### config.mk
export PLATFORM = sky130hd
export DESIGN_NAME = cassette_byte_waveform_encoder_unit
export DESIGN_NICKNAME = d
export VERILOG_FILES = /design/src/rtl/cbwe_pkg.sv /design/src/rtl/cassette_byte_waveform_encoder_unit.sv /design/src/rtl/cbwe_step.sv
export SDC_FILE = /design/constraint.sdc
export NUM_CORES = 1
export LEC_CHECK = 0
export ABC_AREA = 1
export BUFFER_PORTS_ARGS = -buffer_cell sky130_fd_sc_hd__clkbuf_2
export CORE_MARGIN = 1.5
export CORE_UTILIZATION = 39
export DETAILED_ROUTE_END_ITERATION = 10
export GPL_ROUTABILITY_DRIVEN = 0
export SETUP_SLACK_MARGIN = 0.4
export SLEW_MARGIN = 20
export SYNTH_ARGS = -nofsm -noshare
export SYNTH_HDL_FRONTEND = slang
export SYNTH_SLANG_ARGS = --single-unit
### constraint.sdc
create_clock -name aclk -period 7.1 [get_ports aclk]
set_input_delay 1.065 -clock aclk [delete_from_list [all_inputs] [get_ports aclk]]
set_output_delay 1.065 -clock aclk [all_outputs]
set_load 0.02 [all_outputs]
### src/rtl/cbwe_pkg.sv
// Shared types, constants and register indexes of the cassette byte waveform encoder.
package cbwe_pkg;

    localparam int CountBits = 16;
    localparam int ValueW    = 16;
    localparam int LevelW    = 8;
    localparam int FrameW    = 12;
    localparam int BitsLeftW = 4;
    localparam int CfgIdxW   = 3;
    localparam int CfgDataW  = 8;
    localparam int StopW     = 2;

    localparam logic [CfgIdxW-1:0] REG_LEVEL_HIGH     = 3'd0;
    localparam logic [CfgIdxW-1:0] REG_LEVEL_LOW      = 3'd1;
    localparam logic [CfgIdxW-1:0] REG_LEVEL_IDLE     = 3'd2;
    localparam logic [CfgIdxW-1:0] REG_SHORT_HALF_LEN = 3'd3;
    localparam logic [CfgIdxW-1:0] REG_LONG_HALF_LEN  = 3'd4;
    localparam logic [CfgIdxW-1:0] REG_STOP_BIT_COUNT = 3'd5;

    typedef enum logic [1:0] {
        MODE_IDLE    = 2'd0,
        MODE_BYTE    = 2'd1,
        MODE_LEADER  = 2'd2,
        MODE_SILENCE = 2'd3
    } mode_t;

    typedef enum logic [1:0] {
        OP_TICK         = 2'd0,
        OP_LOAD_BYTE    = 2'd1,
        OP_LOAD_LEADER  = 2'd2,
        OP_LOAD_SILENCE = 2'd3
    } op_t;

    typedef struct packed {
        logic [LevelW-1:0] level_high;
        logic [LevelW-1:0] level_low;
        logic [LevelW-1:0] level_idle;
        logic [LevelW-1:0] short_half_len;
        logic [LevelW-1:0] long_half_len;
        logic [StopW-1:0]  stop_bit_count;
    } cfg_t;

    typedef struct packed {
        mode_t                mode;
        logic [FrameW-1:0]    frame_bits;
        logic [BitsLeftW-1:0] bits_left;
        logic [CountBits-1:0] run_left;
        logic [7:0]           half_cnt;
        logic [1:0]           half_idx;
    } state_t;

    typedef struct packed {
        logic              rejected;
        logic              busy_res;
        logic              sample_valid;
        logic [LevelW-1:0] sample;
    } result_t;

endpackage

### src/rtl/cassette_byte_waveform_encoder_unit.sv
// Top level of the cassette byte waveform encoder: config registers, state and result register.

// Every command beat (tick or load) yields exactly one result beat. The block takes one
// command per clock cycle; the result appears in the output register in the cycle after the
// command is accepted, and s_tready stays high as long as that register is empty or being
// drained, so the only limit on rate is the consumer's m_tready. Tick samples are formed
// from the levels and half-period lengths in force at that cycle; loads arriving while a
// frame or run is in progress come back with the rejected flag and change nothing.
module cassette_byte_waveform_encoder_unit (
    input  logic                              aclk,
    input  logic                              aresetn,
    input  logic                              s_tvalid,
    output logic                              s_tready,
    input  logic [15:0]                       s_tdata,   // value[15:0]
    input  logic [1:0]                        s_tuser,   // op[1:0]
    output logic                              m_tvalid,
    input  logic                              m_tready,
    output logic [7:0]                        m_tdata,   // sample[7:0]
    output logic [2:0]                        m_tuser,   // rejected, busy_res, sample_valid
    input  logic                              cfg_wr_en,
    input  logic [cbwe_pkg::CfgIdxW-1:0]      cfg_index,
    input  logic [cbwe_pkg::CfgDataW-1:0]     cfg_wdata
);

    cbwe_pkg::cfg_t    cfg_reg;
    cbwe_pkg::state_t  state_reg;
    cbwe_pkg::state_t  state_next;
    cbwe_pkg::result_t out_next;
    cbwe_pkg::result_t out_reg;
    logic              m_tvalid_reg;
    logic              in_beat;

    assign s_tready = !m_tvalid_reg || m_tready;
    assign in_beat  = s_tvalid && s_tready;

    cbwe_step u_step (
        .op         (cbwe_pkg::op_t'(s_tuser)),
        .value      (s_tdata),
        .cfg        (cfg_reg),
        .state      (state_reg),
        .state_next (state_next),
        .result     (out_next)
    );

    always_ff @(posedge aclk) begin
        if (!aresetn) begin
            cfg_reg.level_high     <= 8'd255;
            cfg_reg.level_low      <= 8'd0;
            cfg_reg.level_idle     <= 8'd128;
            cfg_reg.short_half_len <= 8'd5;
            cfg_reg.long_half_len  <= 8'd10;
            cfg_reg.stop_bit_count <= 2'd2;
        end else if (cfg_wr_en) begin
            unique case (cfg_index)
                cbwe_pkg::REG_LEVEL_HIGH:     cfg_reg.level_high     <= cfg_wdata;
                cbwe_pkg::REG_LEVEL_LOW:      cfg_reg.level_low      <= cfg_wdata;
                cbwe_pkg::REG_LEVEL_IDLE:     cfg_reg.level_idle     <= cfg_wdata;
                cbwe_pkg::REG_SHORT_HALF_LEN: cfg_reg.short_half_len <= cfg_wdata;
                cbwe_pkg::REG_LONG_HALF_LEN:  cfg_reg.long_half_len  <= cfg_wdata;
                cbwe_pkg::REG_STOP_BIT_COUNT: cfg_reg.stop_bit_count <= cfg_wdata[1:0];
                default: ;
            endcase
        end
    end

    always_ff @(posedge aclk) begin
        if (!aresetn) begin
            state_reg.mode       <= cbwe_pkg::MODE_IDLE;
            state_reg.frame_bits <= '0;
            state_reg.bits_left  <= '0;
            state_reg.run_left   <= '0;
            state_reg.half_cnt   <= '0;
            state_reg.half_idx   <= '0;
            m_tvalid_reg         <= 1'b0;
        end else if (in_beat) begin
            state_reg    <= state_next;
            m_tvalid_reg <= 1'b1;
        end else if (m_tready) begin
            m_tvalid_reg <= 1'b0;
        end
    end

    always_ff @(posedge aclk) begin
        if (in_beat) begin
            out_reg <= out_next;
        end
    end

    assign m_tvalid = m_tvalid_reg;
    assign m_tdata  = out_reg.sample;
    assign m_tuser  = {out_reg.rejected, out_reg.busy_res, out_reg.sample_valid};

`ifndef SYNTHESIS
    a_reject_only_when_busy: assert property (@(posedge aclk) disable iff (!aresetn)
        m_tvalid && out_reg.rejected |-> out_reg.busy_res && !out_reg.sample_valid)
        else $error("rejected result without busy flag or with a sample");

    a_byte_has_bits: assert property (@(posedge aclk) disable iff (!aresetn)
        state_reg.mode == cbwe_pkg::MODE_BYTE |-> state_reg.bits_left != '0)
        else $error("byte frame active with no bits left");

    a_run_nonzero: assert property (@(posedge aclk) disable iff (!aresetn)
        (state_reg.mode == cbwe_pkg::MODE_LEADER || state_reg.mode == cbwe_pkg::MODE_SILENCE)
        |-> state_reg.run_left != '0)
        else $error("run active with zero count");

    a_zero_bit_halves: assert property (@(posedge aclk) disable iff (!aresetn)
        state_reg.mode == cbwe_pkg::MODE_BYTE && !state_reg.frame_bits[0]
        |-> state_reg.half_idx < 2'd2)
        else $error("zero bit beyond its second half period");

    a_beat_gives_result: assert property (@(posedge aclk) disable iff (!aresetn)
        in_beat |=> m_tvalid_reg && (out_reg.busy_res == (state_reg.mode != cbwe_pkg::MODE_IDLE)))
        else $error("result missing or busy flag disagrees with state");
`endif

endmodule

### src/rtl/cbwe_step.sv
// Next-state and result logic for one command beat of the waveform encoder.
module cbwe_step (
    input  cbwe_pkg::op_t                  op,
    input  logic [cbwe_pkg::ValueW-1:0]    value,
    input  cbwe_pkg::cfg_t                 cfg,
    input  cbwe_pkg::state_t               state,
    output cbwe_pkg::state_t               state_next,
    output cbwe_pkg::result_t              result
);

    logic                              cur_bit;
    logic [cbwe_pkg::LevelW-1:0]       half_len_raw;
    logic [cbwe_pkg::LevelW-1:0]       half_len;
    logic [7:0]                        half_cnt_inc;
    logic [1:0]                        half_idx_inc;
    logic                              bit_done;
    logic [cbwe_pkg::CountBits-1:0]    run_dec;
    logic [cbwe_pkg::StopW-1:0]        stops;
    logic [2:0]                        stop_ones;
    logic [cbwe_pkg::CountBits-1:0]    run_load;

    assign cur_bit      = (state.mode == cbwe_pkg::MODE_LEADER) ? 1'b1 : state.frame_bits[0];
    assign half_len_raw = cur_bit ? cfg.short_half_len : cfg.long_half_len;
    assign half_len     = (half_len_raw == '0) ? 8'd1 : half_len_raw;
    assign half_cnt_inc = state.half_cnt + 8'd1;
    assign half_idx_inc = state.half_idx + 2'd1;
    // A one bit ends after four half periods (index wraps), a zero bit after two.
    assign bit_done     = (half_idx_inc == 2'd0) || (!cur_bit && half_idx_inc >= 2'd2);
    assign run_dec      = state.run_left - {{(cbwe_pkg::CountBits-1){1'b0}}, 1'b1};
    assign stops        = (cfg.stop_bit_count == '0) ? 2'd1 : cfg.stop_bit_count;
    assign stop_ones    = (stops == 2'd1) ? 3'b001 : ((stops == 2'd2) ? 3'b011 : 3'b111);
    assign run_load     = cbwe_pkg::CountBits'(value);

    always_comb begin
        state_next = state;
        result     = '0;
        if (op == cbwe_pkg::OP_TICK) begin
            result.sample_valid = 1'b1;
            unique case (state.mode)
                cbwe_pkg::MODE_IDLE: begin
                    result.sample = cfg.level_idle;
                end
                cbwe_pkg::MODE_SILENCE: begin
                    result.sample       = cfg.level_idle;
                    state_next.run_left = run_dec;
                    if (run_dec == '0) begin
                        state_next.mode = cbwe_pkg::MODE_IDLE;
                    end
                end
                default: begin
                    result.sample       = state.half_idx[0] ? cfg.level_low : cfg.level_high;
                    state_next.half_cnt = half_cnt_inc;
                    if (half_cnt_inc >= half_len) begin
                        state_next.half_cnt = 8'd0;
                        state_next.half_idx = half_idx_inc;
                        if (bit_done) begin
                            state_next.half_idx = 2'd0;
                            if (state.mode == cbwe_pkg::MODE_BYTE) begin
                                state_next.frame_bits = state.frame_bits >> 1;
                                state_next.bits_left  = state.bits_left - 4'd1;
                                if (state.bits_left == 4'd1) begin
                                    state_next.mode = cbwe_pkg::MODE_IDLE;
                                end
                            end else begin
                                state_next.run_left = run_dec;
                                if (run_dec == '0) begin
                                    state_next.mode = cbwe_pkg::MODE_IDLE;
                                end
                            end
                        end
                    end
                end
            endcase
        end else if (state.mode != cbwe_pkg::MODE_IDLE) begin
            result.rejected = 1'b1;
        end else begin
            state_next.half_cnt = 8'd0;
            state_next.half_idx = 2'd0;
            if (op == cbwe_pkg::OP_LOAD_BYTE) begin
                state_next.frame_bits = {stop_ones, value[7:0], 1'b0};
                state_next.bits_left  = 4'd9 + {2'b00, stops};
                state_next.mode       = cbwe_pkg::MODE_BYTE;
            end else begin
                state_next.run_left = run_load;
                if (run_load == '0) begin
                    state_next.mode = cbwe_pkg::MODE_IDLE;
                end else if (op == cbwe_pkg::OP_LOAD_LEADER) begin
                    state_next.mode = cbwe_pkg::MODE_LEADER;
                end else begin
                    state_next.mode = cbwe_pkg::MODE_SILENCE;
                end
            end
        end
        result.busy_res = (state_next.mode != cbwe_pkg::MODE_IDLE);
    end

endmodule
==> impl_metrics.json, run 1 <==
{
  "synth_area_leaders": "dfxtp_1 (33%), nor2_1 (9.3%), nand2_1 (8.4%)",
  "grt_max_degree": 74,
  "worstPathRequired_ps": 7320,
  "clock_skew_ps": 8.70,
  "yosysSeqAreaShare": 0.396,
  "antenna_found_initial": 0,
  "die_area_sq_um": 14100,
  "pwr_density_cell_nw_per_um2": 233,
  "ys_types": 40,
  "synth_area_leader_cell": "dfxtp_1",
  "fp.dieH_um": 119,
  "wl_per_cell_um": 13.9,
  "clock-sinks": 98,
  "htreeDepth": 3,
  "drv_cap": 0,
  "path_clk_slew_ps": 70,
  "num_vias": 4908,
  "layout-drive-gt1-share": 0.113,
  "cp_top_family": "compound AO/OA/AOI/OAI gates",
  "grt_pass1_wl_mm": 21.9,
  "critPathKind": "reg -> reg",
  "area_growth_pct": 12.4,
  "slowest_delay_ps": 610,
  "final_common_cell": "nor2_1",
  "crit_path_end_kind": "register",
  "worstSkewPairLatency_ps": 340,
  "fin_crit_sh": 0.533,
  "drv_slew": 0,
  "fp.dieW_um": 119,
  "viasPerCell": 5.15,
  "cts-root-buf": "clkbuf_16",
  "vdd_ir_drop_max_v": 0.000166,
  "synthesis.nets": 790,
  "dp.cells": 937,
  "synth_top_area_frac": 0.333,
  "leakagePower_nw": 2.61,
  "drc": 0,
  "final_cell_mix": "nor2_1 (129), nand2_1 (117), dfxtp_1 (87)",
  "cts_setup_buffers": 0,
  "power.total_mw": 1.37,
  "yosys_warnings": 0,
  "grt_util_all_layers": 0.194,
  "drt_iter0_markers": 384,
  "finalSetupTns_ps": 0,
  "syn_area_sq_um": 5230,
  "synth.avg_cell_area_sq_um": 7.09,
  "outcome": "completed",
  "synth_compound_area_frac": 0.181,
  "num_antenna_cells": 0,
  "dr.pass1.iters": 7,
  "drt-total-wl_mm": 13.3,
  "nets": 824,
  "synthXorXnorAreaFrac": 0.0167,
  "core_area_sq_um": 13200,
  "largest_reg_flops": 44,
  "synth-async-reset-ratio": 0,
  "cp_num_buf_inv": 4,
  "hp-class": "reg -> reg",
  "cts_resized": 0,
  "max_freq_mhz": 264,
  "crit_slowest_cell": "o21ai_2",
  "io_buffers": 46,
  "path_cells": "inv_1, ha_1, nor2_2, inv_2, o21ai_0, nand4_1, o22ai_1, ha_1, inv_1, a21oi_1, o21ai_0, nand2_1, nand3_1, nand2_1, inv_2, o21ai_2, a21oi_1, a211oi_1, nor2_1",
  "worst_setup_path_start_kind": "register",
  "ioPinCount": 47,
  "layoutNonFillerInstCount": 953,
  "cts.path.max_buffers": 2,
  "synth-simple-area-share": 0.276,
  "grt_pass1_vias": 4611,
  "synth_edf_count": 11,
  "cts_tree": "built",
  "synth_top_family_by_area": "simple AND/OR/NAND/NOR gates",
  "postCtsHoldBufs": 0,
  "hpwlAfterDp_mm": 9.55,
  "setup_viol": 0,
  "synthMuxAreaShare": 0.00191,
  "hold_viol": 0,
  "numCtsBuffers": 9,
  "worst_slew_pin_slew_ps": 883,
  "fin_crit_ps": 3780,
  "path_max_fanout": 16,
  "rows": 42,
  "syn_inst": 738,
  "synth_ff_type": "dfxtp_1",
  "slew_headroom": 0.411,
  "ant_nets": 0,
  "synth_adder_area_share": 0.0430,
  "start_util": 0.397,
  "grt_overflow": 0,
  "cp.arrival_ps": 4010,
  "ys_ff_latch": 98,
  "rsz0062_at_grt": "no"
}
==> worst register-to-register path: cells and delay by family (launching register included) <==
family	cells	cell delay [ps]
compound gates	7	1700
flops	1	420
buf+inv	4	390
fa+ha+maj	2	400
simple gates	6	740
==> path summary, 6_finish.rpt <==
kind                  from  slack, ps  depth (start not counted)       endpoint
max          state_reg[42]       3320                         19  state_reg[22]
min            cfg_reg[11]        450                          2    cfg_reg[11]
max reg2reg  state_reg[42]       3320                         19  state_reg[22]
min reg2reg    cfg_reg[11]        450                          2    cfg_reg[11]
==> cells in the mapped netlist (2+ instances only) <==
library cell    n
nor4_1          2
nor2_8          2
dfxtp_1        87
nor2_2          7
clkbuf_1       18
nand4_1        13
nor3_1          6
nand3b_1        5
xor2_1          9
buf_2           5
nor2_1        129
o21ai_1        14
inv_1          82
o31ai_1         7
edfxtp_1       11
o22ai_1        11
inv_2           6
nand2_2         3
nand3_1        40
o211ai_1        4
nand2_1       117
nor2_4          3
ha_1           18
clkinv_1        2
a21oi_1        48
o21ai_0        58
a211oi_1       18
==> report_power, final <==
| group | switching [mW] | internal [mW] | leakage, nW | total, mW |
|---|---|---|---|---|
| Combinational | 0.192 | 0.0933 | 1.65 | 0.286 |
| Clock | 0.214 | 0.262 | 0.136 | 0.476 |
| Sequential | 0.0206 | 0.590 | 0.819 | 0.610 |
==> cells by family (layout without fill, tap and decap cells) <==
kind of cell	count (synthesis)	in the layout
DFF	98	98
AOI/OAI and AO/OA	167	167
and+or+nand+nor	329	329
xor gates and xnor gates	10	10
buffers and inverters	115	154
muxes	1	1
adders and majority gates	18	18
==> metal layers <==
layer / wire length (um) / GRT usage / vias to the layer above
met5: 0 / 0 / -
met4: 318 / 0.0828 / 0
met3: 771 / 0.0484 / 22
met2: 6140 / 0.320 / 169
met1: 6020 / 0.243 / 2211
li1: - / - / 2506
==> area by class of cell <==
type / instances / area, sq um
clock buffer: 12 / 258
clock inverter: 4 / 35.0
fill: 1357 / 7310
inverter: 91 / 344
multi-input combinational: 525 / 2720
sequential: 98 / 2070
tap: 176 / 220
timing repair buffer: 47 / 238
==> through the flow <==
stage	hold WS, ps	util	instance area (sq um)	worst slack [ps]
floorplan	424	-	5230	4070
global placement	436	0.424	5590	3480
detailed placement	440	0.424	5590	3390
CTS	454	0.446	5880	3360
global route	467	0.446	5880	2930
finish	453	0.446	5880	3320
(Power assumes the default switching activity.)
==> run 2, diff against run 1 <==
Clock period 7.1 ns to 3.4 ns, I/O delays scaled along.
==> run 2 against run 1 <==
Power grew 120%; global-route usage rose by 0.60 points; critical path type unchanged; flip-flop and latch count stayed put; final cell count rose by 3.0%; die area unchanged; clock skew is 2.7 ps higher; cell area rose by 10%; via count grew 4.6%; register-to-register slack got worse by 3000 ps; non-clock buffer count up 29.
==> impl_metrics.json, run 2 (synthesized netlist as in run 1, its figures left out) <==
{
  "start_util": 0.397,
  "vdd_ir_drop_max_v": 0.000306,
  "worstPathRequired_ps": 3640,
  "grt_pass1_wl_mm": 22.7,
  "dp.cells": 946,
  "path_max_fanout": 8,
  "cp.arrival_ps": 3270,
  "antenna_found_initial": 0,
  "worst_slew_pin_slew_ps": 775,
  "outcome": "completed",
  "final_common_cell": "nor2_1",
  "max_freq_mhz": 329,
  "hp-class": "in -> reg",
  "area_growth_pct": 24.0,
  "critPathKind": "reg -> reg",
  "final_util": 0.492,
  "num_antenna_cells": 0,
  "cts-root-buf": "clkbuf_16",
  "ant_nets": 0,
  "seq_area_sq_um": 2080,
  "design_area_sq_um": 6490,
  "largest_reg_flops": 44,
  "placed_area_sq_um": 5670,
  "drc": 0,
  "cts.path.max_buffers": 2,
  "wl_per_cell_um": 14.6,
  "io_buffers": 46,
  "rsz0062_at_grt": "yes",
  "path_clk_slew_ps": 70,
  "fp.dieW_um": 119,
  "place_ws_ps": 72.7,
  "clock-sinks": 98,
  "dr.pass1.iters": 5,
  "core_area_sq_um": 13200,
  "finalSetupTns_ps": 0,
  "r2r_slack_ps": 360,
  "multi_input_area_sq_um": 2950,
  "fillers": 1290,
  "hpwlAfterDp_mm": 9.75,
  "htreeDepth": 3,
  "setup_viol": 0,
  "fin_crit_ps": 3040,
  "pwr_density_cell_nw_per_um2": 471,
  "crit_start": "state_reg[42]",
  "grt_max_degree": 43,
  "rows": 42,
  "power.total_mw": 3.06,
  "fin_crit_sh": 0.893,
  "final_cell_mix": "nor2_1 (126), nand2_1 (111), dfxtp_1 (83)",
  "die_area_sq_um": 14100,
  "layout-drive-gt1-share": 0.202,
  "ioPinCount": 47,
  "viasPerCell": 5.23,
  "num_vias": 5132,
  "slew_headroom": 0.483,
  "crit_path_end_kind": "register",
  "nets": 853,
  "leakagePower_nw": 2.88,
  "layoutNonFillerInstCount": 982,
  "r2r-start": "state_reg[42]",
  "cts_tree": "built",
  "setup_slack_ps": 363,
  "grt_overflow": 0,
  "clock_skew_ps": 11.4,
  "drt-total-wl_mm": 14.4,
  "hp-start": "s_tdata[8]",
  "worst_setup_path_start_kind": "register",
  "worstSkewPairLatency_ps": 350,
  "drv_cap": 0,
  "postCtsHoldBufs": 0,
  "drv_slew": 0,
  "grt_pass1_vias": 4786,
  "grt_util_all_layers": 0.200,
  "hold_viol": 0,
  "numCtsBuffers": 9,
  "drt_iter0_markers": 249,
  "hold_ws_ps": 422,
  "fp.dieH_um": 119
}
## run 2: cell count changes in the layout (fill, tap and decap cells not counted), sizes merged
cell	delta
clkinvlp	-1
buf	+26
bufinv	+1
clkbuf	+3
## run 2: area by class of cell
class	instances	share of cell area
multi-input combinational	525	0.455
sequential	98	0.321
timing repair buffer	76	0.0865
inverter	91	0.0553
clock buffer	12	0.0397
tap	176	0.0339
clock inverter	4	0.00848
## run 2: final timing paths
| check | to | cells after the start |
|---|---|---|
| max reg2reg | state_reg[32] | 20 |
| min | state_reg[18] | 3 |
| max | state_reg[32] | 20 |
| min reg2reg | state_reg[33] | 2 |
## run 2: critical path: stages, from the launching register on
cell,delay (ps)
dfxtp_4,380
inv_4,50
ha_4,160
nor2_4,160
clkinv_4,80
buf_12,150
nand2_2,80
o21ai_4,60
buf_4,140
ha_4,260
nand2_1,70
inv_1,60
nand4_1,120
nand3_2,140
nand2_4,80
buf_12,140
o31ai_4,270
nand2_4,130
buf_12,170
o21ai_0,160
a21oi_1,60
## run 2: timing repair
action                     4_1_cts  5_1_grt
buffers inserted                 0       17
setup endpoints to repair       35       36
gates resized for setup         16       77
pin swaps                        1       15
gates cloned                     0        3
## run 2: power by group
part           leakage (nW)  switching, mW  total (mW)  internal, mW
Clock                 0.149          0.462        1.08         0.622
Combinational          1.91          0.449       0.700         0.250
Sequential            0.821         0.0455        1.28          1.23
## run 2: per-layer routing
layer / up-vias / part of all wire / routed length (um) / GRT usage
met4: 0 / 0.015 / 216 / 0.0663
li1: 2583 / - / - / -
met3: 23 / 0.051 / 738 / 0.0412
met5: - / 0 / 0 / 0
met2: 132 / 0.49 / 7060 / 0.347
met1: 2394 / 0.44 / 6340 / 0.249
